[src/rtl/cc20_pkg.sv]
// Package for the ChaCha20 byte stream cipher: payload structs, sigma constants,
// configuration register indexes and the quarter round function. No dependencies.
`timescale 1ns / 1ps
`default_nettype none
package cc20_pkg;

	typedef struct packed {
		logic [7:0] data_byte;
		logic       message_end;
	} in_word_t;

	typedef struct packed {
		logic [7:0] result_byte;
		logic       result_end;
	} out_word_t;

	localparam logic [31:0] SIGMA0 = 32'h61707865;
	localparam logic [31:0] SIGMA1 = 32'h3320646E;
	localparam logic [31:0] SIGMA2 = 32'h79622D32;
	localparam logic [31:0] SIGMA3 = 32'h6B206574;

	localparam logic [2:0] REG_KEY0  = 3'd0;
	localparam logic [2:0] REG_KEY1  = 3'd1;
	localparam logic [2:0] REG_KEY2  = 3'd2;
	localparam logic [2:0] REG_KEY3  = 3'd3;
	localparam logic [2:0] REG_NONCE = 3'd4;

	typedef logic [15:0][31:0] state_t;

	typedef struct packed {
		logic [31:0] a;
		logic [31:0] b;
		logic [31:0] c;
		logic [31:0] d;
	} qr_t;

	function automatic logic [31:0] rotl(input logic [31:0] x, input int n);
		rotl = (x << n) | (x >> (32 - n));
	endfunction

	function automatic qr_t quarter(input qr_t v);
		qr_t r;
		r = v;
		r.a = r.a + r.b; r.d = rotl(r.d ^ r.a, 16);
		r.c = r.c + r.d; r.b = rotl(r.b ^ r.c, 12);
		r.a = r.a + r.b; r.d = rotl(r.d ^ r.a, 8);
		r.c = r.c + r.d; r.b = rotl(r.b ^ r.c, 7);
		quarter = r;
	endfunction

endpackage
`default_nettype wire

[src/rtl/cc20_front.sv]
// Front end: takes input words into a short queue and tags each with its
// position in the keystream block. Depends on cc20_pkg.
`timescale 1ns / 1ps
`default_nettype none
module cc20_front (
	input  wire logic              clk,
	input  wire logic              arst_n,
	input  wire logic              in_valid,
	output logic                   in_ready,
	input  wire cc20_pkg::in_word_t in_data,
	output logic                   q_valid,
	input  wire logic              q_pop,
	output cc20_pkg::in_word_t      q_data,
	output logic [5:0]             q_pos
);
	cc20_pkg::in_word_t mem_q [4];
	logic [5:0] pos_mem_q [4];
	logic [1:0] wr_q, rd_q;
	logic [2:0] cnt_q;
	logic [5:0] pos_q;
	logic push;

	assign in_ready = (cnt_q != 3'd4);
	assign push = in_valid && in_ready;
	assign q_valid = (cnt_q != 3'd0);
	assign q_data = mem_q[rd_q];
	assign q_pos = pos_mem_q[rd_q];

	always_ff @(posedge clk) begin
		if (push) begin
			mem_q[wr_q] <= in_data;
			pos_mem_q[wr_q] <= pos_q;
		end
	end

	always_ff @(posedge clk or negedge arst_n) begin
		if (!arst_n) begin
			wr_q <= '0;
			rd_q <= '0;
			cnt_q <= '0;
			pos_q <= '0;
		end else begin
			if (push) begin
				wr_q <= wr_q + 2'd1;
				// restart the block after the last word of a message
				pos_q <= in_data.message_end ? 6'd0 : pos_q + 6'd1;
			end
			if (q_pop)
				rd_q <= rd_q + 2'd1;
			cnt_q <= cnt_q + {2'b0, push} - {2'b0, q_pop};
		end
	end
endmodule
`default_nettype wire

[config.mk]
export PLATFORM = sky130hd
export DESIGN_NAME = cc20_front
export DESIGN_NICKNAME = d
export VERILOG_FILES = /design/src/rtl/cc20_pkg.sv /design/src/rtl/cc20_front.sv
export SDC_FILE = /design/constraint.sdc
export NUM_CORES = 1
export LEC_CHECK = 0
export BUFFER_PORTS_ARGS = -buffer_cell sky130_fd_sc_hd__clkbuf_2
export CELL_PAD_IN_SITES_DETAIL_PLACEMENT = 0
export CELL_PAD_IN_SITES_GLOBAL_PLACEMENT = 2
export CORE_ASPECT_RATIO = 0.5
export CORE_MARGIN = 1.5
export CORE_UTILIZATION = 47
export CTS_CLUSTER_DIAMETER = 40
export DETAILED_ROUTE_END_ITERATION = 10
export PLACE_DENSITY_LB_ADDON = 0.1
export RECOVER_POWER = 25
export SKIP_LAST_GASP = 1
export SYNTH_ARGS = -nofsm -noshare
export SYNTH_HDL_FRONTEND = slang
export SYNTH_SLANG_ARGS = --single-unit
[constraint.sdc]
create_clock -name clk -period 5.6 [get_ports clk]
set_input_delay 0.56 -clock clk [delete_from_list [all_inputs] [get_ports clk]]
set_output_delay 0.56 -clock clk [all_outputs]
set_load 0.03 [all_outputs]
==> metrics.md, run 1 <==
| Metric | Value |
|---|---|
| Final Hold Viols | 0 |
| Die extent in x | 114 um |
| Async SR Flop Fraction | 17.8% |
| Gr usage total | 17.0% |
| Register area share after synthesis | 73.2% |
| # rows | 19 |
| Largest family of logic cells by synthesized area | multiplexers |
| Count leader, synth | edfxtp_1 |
| Proportion of layout cells with a drive suffix above 1 | 29.5% |
| Top delay family on crit path | flip-flops |
| Initial Util | 50.7% |
| Leak Pwr | 1.23 nW |
| Mapped Area | 0.00291 mm^2 |
| Ys Warns | 0 |
| Synth Area in Adders | 3.70% |
| Clk sinks | 73 |
| Mapped Cells | 150 |
| Placer Congestion | 0.727 |
| Die height | 58.6 um |
| Cts bufs inserted | 9 |
| Hold_buf cts | 0 |
| Unrepaired setup endpoints after global routing | false |
| Crit. End Element | output port |
| WP data arrival | 2.16 ns |
| Post-synth EDFFs | 60 |
| DR iter-0 viols | 76 |
| Number of diodes | 0 |
| Number of global-route vias before repair | 1444 |
| DR vias | 1455 |
| Total power draw | 0.00206 W |
| Worst vdd ir | 0.257 mV |
| Post-cts resize count | 0 |
| Worst-Margin Slew | 1.02 ns |
| DRC Markers | 0 |
| Critical Path Fanout Max | 17 |
| Post-synthesis compound-gate area fraction | 2.45% |
| CP Class | reg -> out |
| Synth cell types | 31 |
| H-tree depth | 3 |
| Worst-skew pair later-pin latency | 0.33 ns |
| Drt via density | 5.31 |
| XOR/XNOR Fraction of Synth Area | 1.51% |
| DRT Wirelength | 4.95 mm |
| Core area | 0.00573 mm^2 |
| Final non-filler cell total | 274 |
| Max-slew violations | 0 |
| Clk buf depth | 2 |
| First-pass GRT wire length | 7.70 mm |
| Clock skew | 0.00809 ns |
| Post-Syn Area per Cell | 19.4 um^2 |
| # setup viols final | 0 |
| Clock-pin slew on the worst setup and hold paths | 0.05 ns |
| Syn nets | 171 |
| Pwr Density | 602 mW/mm^2 |
| Clk root buf | clkbuf_16 |
| Worst Hold Class | in -> async |
| CTS tree | done |
| Main area contributors after synthesis | edfxtp_1 62%, mux4_2 12%, dfrtp_1 11%, ha_1 3.0%, xnor2_1 1.2% |
| Final min period | 2.72 ns |
| Antenna-violating nets left | 0 |
| Most used DFF post-synth | edfxtp_1 |
| Synth Area in Simple Gates | 4.86% |
| Post-detail-place hpwl | 3.19 mm |
| Relative slew slack | 31.7% |
| Critical Path RT | 5.04 ns |
| DIE AREA | 0.00669 mm^2 |
| Drt wl/cell | 18.1 um |
| Initial antenna violation count | 0 |
| Nets | 206 |
| Yosys top cell by area | edfxtp_1 |
| Status | finished clean |
| Maxcap violations | 0 |
| Placed Instances | 258 |
| Multiplexer area fraction after synthesis | 12.4% |
| Number of buffers and inverters on the critical path | 1 |
| #FFs+latches synth | 73 |
| Grt ovf | 0 |
| Critical Path Source Type | register |
| DRT Pass-1 Iters | 4 |
| Ports | 30 |
| Largest net degree at the start of global routing | 18 |
| CP max-delay cell | dfrtp_1 |
| Setup TNS | 0 ns |
| Worst path max stage delay | 1.02 ns |
| Top post-synthesis cells by count | 60 x edfxtp_1, 15 x mux4_2, 13 x dfrtp_1 |
| Crit share post-route | 48.6% |
| Post-CTS Setup Repair Bufs | 0 |
| Port Buffers | 29 |
| Fmax | 367 MHz |
| Area added between synthesis and finish | 18.0% |
| Critical path, cell by cell | mux4_2 > clkbuf_2 |
| Synth top area share | 62.0% |
state kept, by name, indices dropped and copies added (netlist names):
name,cells
rd_q,2
pos_mem_q,24
mem_q,36
cnt_q,3
wr_q,2
pos_q,6
cells in the final DEF (no fill, tap or decap), types with 3 or more instances in the layout:
cell / synthesis / final
edfxtp_1: 60 / 60
clkbuf_2: 0 / 20
mux4_2: 15 / 15
clkbuf_1: 2 / 13
dfrtp_1: 13 / 13
clkbuf_16: 0 / 9
inv_1: 7 / 7
ha_1: 7 / 7
o21ai_0: 5 / 5
xnor2_1: 4 / 4
nor2_1: 4 / 4
and3_2: 4 / 4
nand3_1: 3 / 3
nand2_1: 3 / 3
power breakdown:
group          internal, W  total (W)  switching [W]  leakage, nW
combinational     0.000241   0.000578       0.000336        0.376
sequential        0.000760   0.000898       0.000139        0.713
clock             0.000390   0.000586       0.000196        0.144
metrics by stage:
| stage | utilization [%] | cell area (um^2) | hold slack, ns | worst slack, ns |
|---|---|---|---|---|
| detailed placement | 54.7 | 3130 | 0.497 | 3.02 |
| global route | 59.8 | 3430 | 0.358 | 2.68 |
| CTS | 60.0 | 3440 | 0.148 | 2.79 |
| floorplan | - | 2910 | 0.264 | 3.41 |
| finish | 59.8 | 3430 | 0.286 | 2.88 |
| global placement | 54.7 | 3130 | 0.494 | 3.07 |
cells by family (layout without fill, tap and decap cells):
| family | after synthesis | after routing |
|---|---|---|
| DFF | 73 | 73 |
| xor gates and xnor gates | 5 | 5 |
| muxes | 17 | 17 |
| buffers and inverters | 13 | 53 |
| and+or+nand+nor | 24 | 24 |
| adders and majority gates | 8 | 8 |
| AOI/OAI and AO/OA | 10 | 10 |
path summary, 6_finish.rpt:
| kind | from | to | slack [ns] | cells after the start |
|---|---|---|---|---|
| min in group clk | q_pop | rd_q[0]$_DFFE_PN0P_ | 0.50 | 2 |
| worst min register to register | cnt_q[0]$_DFF_PN0_ | cnt_q[0]$_DFF_PN0_ | 0.55 | 1 |
| worst max register to register | cnt_q[1]$_DFF_PN0_ | cnt_q[2]$_DFF_PN0_ | 3.22 | 10 |
| max in group asynchronous | arst_n | pos_q[1]$_DFFE_PN0P_ | 4.83 | 1 |
| worst max-delay path | rd_q[0]$_DFFE_PN0P_ | q_data[2] | 2.88 | 2 |
| worst min-delay path | arst_n | cnt_q[1]$_DFF_PN0_ | 0.29 | 1 |
routing by layer:
metal / wire (um) / vias up / GRT usage [%]
li1: - / 661 / -
met1: 2260 / 759 / 21.6
met2: 2420 / 35 / 26.7
met3: 266 / 0 / 9.17
met4: 0 / 0 / 3.21
met5: 0 / - / 0
layout make-up:
| type | count | area [um^2] |
|---|---|---|
| clock buffer | 13 | 240 |
| clock inverter | 3 | 67.6 |
| fill | 427 | 2300 |
| inverter | 8 | 30.0 |
| multi-input combinational | 64 | 724 |
| sequential | 73 | 2130 |
| tap | 84 | 105 |
| timing repair buffer | 29 | 134 |
Power figures use the tool's default switching activity.
==> run 2, diff against run 1 <==
--- a/config.mk
+++ b/config.mk
@@ -10,7 +10,7 @@
 export CELL_PAD_IN_SITES_GLOBAL_PLACEMENT = 2
 export CORE_ASPECT_RATIO = 0.5
 export CORE_MARGIN = 1.5
-export CORE_UTILIZATION = 47
+export CORE_UTILIZATION = 39
 export CTS_CLUSTER_DIAMETER = 40
 export DETAILED_ROUTE_END_ITERATION = 10
 export PLACE_DENSITY_LB_ADDON = 0.1
==> constraint.sdc (replaced) <==
create_clock -name clk -period 2.35 [get_ports clk]
set_input_delay 0.235 -clock clk [delete_from_list [all_inputs] [get_ports clk]]
set_output_delay 0.235 -clock clk [all_outputs]
set_load 0.03 [all_outputs]
==> metrics.md, run 2 (same netlist as run 1, synthesis figures left out) <==
| Metric | Value |
|---|---|
| Grt ovf | 0 |
| Worst-Margin Slew | 0.772 ns |
| Crit. End Element | register |
| Reg2Reg Setup Slack | 0.21 ns |
| Critical Path RT | 2.60 ns |
| Crit share post-route | 91.0% |
| DRT Wirelength | 4.96 mm |
| Worst-skew pair later-pin latency | 0.32 ns |
| Proportion of layout cells with a drive suffix above 1 | 32.3% |
| H-tree depth | 3 |
| FF-to-FF path depth | 10 |
| Max FFs per register | 36 |
| DRC Markers | 0 |
| Worst Hold Class | in -> reg |
| # rows | 21 |
| Final Hold Viols | 0 |
| Port Buffers | 29 |
| Final worst slack | 0.211 ns |
| DIE AREA | 0.00801 mm^2 |
| Die height | 64.0 um |
| Critical path, cell by cell | nor3b_4 > nor2_1 > inv_1 > ha_1 > inv_1 > ha_1 > inv_1 > fa_1 > xnor2_1 > xnor2_1 |
| CTS tree | done |
| Die extent in x | 125 um |
| WP data arrival | 2.39 ns |
| Clock-pin slew on the worst setup and hold paths | 0.06 ns |
| # setup viols final | 0 |
| Fillers | 591 |
| Cts bufs inserted | 9 |
| Total power draw | 0.00491 W |
| CP max-delay cell | dfrtp_2 |
| Number of global-route vias before repair | 1538 |
| Most frequent cells in the layout | 60 x edfxtp_1, 19 x clkbuf_2, 15 x mux4_2 |
| Ports | 30 |
| Status | finished clean |
| Nets | 211 |
| Initial antenna violation count | 0 |
| CP Class | reg -> reg |
| Core area | 0.00694 mm^2 |
| Gr usage total | 14.1% |
| Final non-filler cell total | 287 |
| DRT Pass-1 Iters | 4 |
| Area added between synthesis and finish | 19.5% |
| Worst R2R Start | cnt_q[1]$_DFF_PN0_ |
| Drt via density | 4.98 |
| CP most frequent cell | inv_1 |
| Initial Util | 41.9% |
| Placed Instances | 269 |
| DR vias | 1430 |
| Hold-critical path endpoint | rd_q[0]$_DFFE_PN0P_ |
| Final min period | 2.14 ns |
| Commonest non-fill, non-tap cell in the layout | edfxtp_1 |
| Worst path max stage delay | 0.45 ns |
| Number of diodes | 0 |
| Clk sinks | 73 |
| Fmax | 467 MHz |
| Largest regs | mem_q x36, pos_mem_q x24, pos_q x6 |
| Relative slew slack | 48.5% |
| Critical Path Source Type | register |
| Post-detail-place hpwl | 3.14 mm |
| DR iter-0 viols | 77 |
| Largest net degree at the start of global routing | 18 |
| Pwr Density | 1410 mW/mm^2 |
| Maxcap violations | 0 |
| Largest Register | mem_q |
| Max-slew violations | 0 |
| Leak Pwr | 1.26 nW |
| First-pass GRT wire length | 8.09 mm |
| Worst vdd ir | 0.461 mV |
| Placer Congestion | 0.738 |
| Drt wl/cell | 17.3 um |
| HP Start | q_pop |
| Worst hold stages | 2 |
| R2r endpoint | cnt_q[2]$_DFF_PN0_ |
| Antenna-violating nets left | 0 |
| Clk root buf | clkbuf_16 |
| Pre-CTS setup slack | 0.0911 ns |
| Top delay family on crit path | adder cells |
| Number of buffers and inverters on the critical path | 3 |
| Critical Path Fanout Max | 5 |
| Clock skew | 0.00482 ns |
| Clk buf depth | 2 |
[run 2: changes by cell type in the layout (fill, tap and decap cells not counted)]
cell and change:
clkinv_1 +1, clkbuf_2 -1, inv_6 +1, dfrtp_1 -1, clkinv_4 +2, nor3b_4 +1, buf_4 +4, clkinv_2 +2
bufinv_16 -1, dlygate4sd3_1 +1, dfrtp_2 +1, nor3b_2 -1, clkinvlp_4 -1, clkbuf_1 -3
[run 2: worst max-delay path by stage]
stage               cells after the start  slack, ns                from                 end
finish                                 10       0.21  cnt_q[1]$_DFF_PN0_  cnt_q[2]$_DFF_PN0_
global placement                       10       0.18  cnt_q[1]$_DFF_PN0_  cnt_q[2]$_DFF_PN0_
CTS                                    10       0.07  cnt_q[1]$_DFF_PN0_  cnt_q[2]$_DFF_PN0_
global route                           10     -0.001  cnt_q[1]$_DFF_PN0_  cnt_q[2]$_DFF_PN0_
floorplan                              10       0.21  cnt_q[2]$_DFF_PN0_  cnt_q[2]$_DFF_PN0_
detailed placement                     10       0.09  cnt_q[1]$_DFF_PN0_  cnt_q[2]$_DFF_PN0_
[run 2: cell type report]
cell class                      instances  area, um^2  share of cell area, %
Tap cell                               92         115                   3.32
Clock inverter                          7        70.1                   2.02
Inverter                                8        30.0                  0.865
Timing Repair Buffer                   34         173                   4.97
Sequential cell                        73        2130                   61.3
Clock buffer                            9         225                   6.49
Multi-Input combinational cell         64         731                   21.0
[run 2: through the flow]
step                util (%)  instance area (um^2)  hold slack [ns]   TNS, ns
floorplan                  -                  2910          -0.0606         0
global placement        45.6                  3160            0.155         0
detailed placement      45.6                  3160            0.161         0
CTS                     50.0                  3470            0.121         0
global route            50.1                  3470            0.133  -0.00149
finish                  50.1                  3470            0.133         0
[run 2: worst register-to-register path, stage by stage, from the launching register on]
cell and delay (ns):
dfrtp_2 0.45, nor3b_4 0.27, nor2_1 0.08, inv_1 0.10
ha_1 0.23, inv_1 0.06, ha_1 0.13, inv_1 0.05
fa_1 0.37, xnor2_1 0.19, xnor2_1 0.13
[run 2: where the power goes]
group	internal [W]	switching, W
Sequential	0.00181	0.000189
Clock	0.000820	0.000500
Combinational	0.000619	0.000967
Total	0.00325	0.00166
[run 2: timing repair]
item                                   4_1_cts  5_1_grt
setup buffers                                0        1
hold buffers                                 1        0
endpoints found under the hold margin       13        0
resized for setup                            0        2
setup endpoints to repair                    0        1
[run 2: routing by layer]
metal / up-vias / track usage [%] / part of all wire [%]
met5: - / 0 / 0
met4: 0 / 4.69 / 1.0
met3: 5 / 5.61 / 4.3
met2: 27 / 23.1 / 47
met1: 727 / 17.3 / 47
li1: 671 / - / -
==> run 3, diff against run 2 <==
--- a/config.mk
+++ b/config.mk
@@ -14,7 +14,6 @@
 export CTS_CLUSTER_DIAMETER = 40
 export DETAILED_ROUTE_END_ITERATION = 10
 export PLACE_DENSITY_LB_ADDON = 0.1
-export RECOVER_POWER = 25
 export SKIP_LAST_GASP = 1
 export SYNTH_ARGS = -nofsm -noshare
 export SYNTH_HDL_FRONTEND = slang
==> metrics.md, run 3 (same netlist as run 1, synthesis figures left out) <==
| Metric | Value |
|---|---|
| Placer Congestion | 0.738 |
| DIE AREA | 0.00801 mm^2 |
| Port Buffers | 29 |
| Critical path, cell by cell | nor3b_4 > nor2_1 > inv_1 > ha_1 > inv_1 > ha_1 > inv_1 > fa_1 > xnor2_1 > xnor2_1 |
| # rows | 21 |
| Pwr Density | 1410 mW/mm^2 |
| Final min period | 2.14 ns |
| Area added between synthesis and finish | 19.9% |
| Top delay family on crit path | adder cells |
| Number of global-route vias before repair | 1538 |
| Die extent in x | 125 um |
| Clk buf depth | 2 |
| Largest Register | mem_q |
| Largest regs | mem_q x36, pos_mem_q x24, pos_q x6 |
| Maxcap violations | 0 |
| Largest net degree at the start of global routing | 18 |
| Utilization after layout | 50.2% |
| Initial antenna violation count | 0 |
| CTS tree | done |
| Reg2Reg Setup Slack | 0.21 ns |
| First-pass GRT wire length | 8.09 mm |
| Ports | 30 |
| DRC Markers | 0 |
| Max FFs per register | 36 |
| Gr usage total | 14.1% |
| Commonest non-fill, non-tap cell in the layout | edfxtp_1 |
| Final worst slack | 0.211 ns |
| Critical Path RT | 2.60 ns |
| CP Class | reg -> reg |
| Pre-CTS setup slack | 0.0911 ns |
| Initial Util | 41.9% |
| Leak Pwr | 1.29 nW |
| Crit share post-route | 91.0% |
| Drt via density | 4.99 |
| Die height | 64.0 um |
| CP max-delay cell | dfrtp_2 |
| Max-slew violations | 0 |
| Metal3 WL | 214 um |
| Worst vdd ir | 0.461 mV |
| DR vias | 1431 |
| Worst-Margin Slew | 0.446 ns |
| Crit. End Element | register |
| # setup viols final | 0 |
| Cts bufs inserted | 9 |
| Total power draw | 0.00491 W |
| Clock skew | 0.00483 ns |
| Core area | 0.00694 mm^2 |
| Highest metal used | met4 |
| Routed length on met2 | 2.35 mm |
| Nets | 211 |
| Most frequent cells in the layout | 60 x edfxtp_1, 29 x clkbuf_2, 15 x mux4_2 |
| Fmax | 467 MHz |
| Critical Path Fanout Max | 5 |
| Clock-pin slew on the worst setup and hold paths | 0.06 ns |
| WP data arrival | 2.39 ns |
| Drt wl/cell | 17.3 um |
| Relative slew slack | 70.3% |
| CP most frequent cell | inv_1 |
| Worst path max stage delay | 0.45 ns |
| Grt ovf | 0 |
| DR iter-0 viols | 77 |
| H-tree depth | 3 |
| Status | finished clean |
| DRT Pass-1 Iters | 4 |
| Number of buffers and inverters on the critical path | 3 |
| Dpl cell area | 0.00316 mm^2 |
| Final hold slack | 0.129 ns |
| Post-detail-place hpwl | 3.14 mm |
| Final Hold Viols | 0 |
| Worst Hold Class | in -> reg |
| Clk sinks | 73 |
| Number of diodes | 0 |
| Antenna-violating nets left | 0 |
| Post-route cell area | 0.00348 mm^2 |
| Proportion of layout cells with a drive suffix above 1 | 37.4% |
| Met1 WL | 2.35 mm |
| Clk root buf | clkbuf_16 |
| Critical Path Source Type | register |
| DRT Wirelength | 4.97 mm |
| Worst-skew pair later-pin latency | 0.32 ns |
==> run 3: cell counts in the layout (fill, tap and decap cells not counted) <==
Identical to the previous run, type by type.
==> run 3: power by group <==
group / switching (W) / internal (W)
Combinational: 0.000967 / 0.000621
Clock: 0.000500 / 0.000820
Sequential: 0.000189 / 0.00181
==> run 3: repair_timing <==
item / in CTS / in global routing
endpoints found under the setup margin: 0 / 1
hold buffers: 1 / 0
endpoints found under the hold margin: 13 / 0
setup buffers: 0 / 1
gates resized for setup: 0 / 2
==> run 3: routing by layer <==
| layer | GRT usage (%) | vias up |
|---|---|---|
| met4 | 4.69 | 0 |
| met2 | 23.1 | 27 |
| li1 | - | 672 |
| met3 | 5.61 | 5 |
| met5 | 0 | - |
| met1 | 17.3 | 727 |
==> run 3: worst paths after layout <==
path                                         end                 from  cells past startpoint
max                           cnt_q[2]$_DFF_PN0_   cnt_q[1]$_DFF_PN0_                     10
min                        mem_q[0][2]$_DFFE_PP_           in_data[2]                      1
max reg2reg                   cnt_q[2]$_DFF_PN0_   cnt_q[1]$_DFF_PN0_                     10
min reg2reg                  rd_q[1]$_DFFE_PN0P_  rd_q[1]$_DFFE_PN0P_                      1
max in group asynchronous     cnt_q[1]$_DFF_PN0_               arst_n                      2
min in group asynchronous    rd_q[1]$_DFFE_PN0P_               arst_n                      2
==> run 3: layout make-up <==
class                      count  area (um^2)
clock inverter                 7         70.1
multi-input combinational     64          731
inverter                       8         30.0
sequential                    73         2130
tap                           92          115
timing repair buffer          34          185
clock buffer                   9          225
fill                         595         3450
==> run 3: per-stage QoR <==
| step | TNS [ns] | instances |
|---|---|---|
| finish | 0 | 287 |
| global route | -0.00149 | 287 |
| CTS | 0 | 286 |
| detailed placement | 0 | 269 |
| global placement | 0 | 269 |
| floorplan | 0 | 150 |
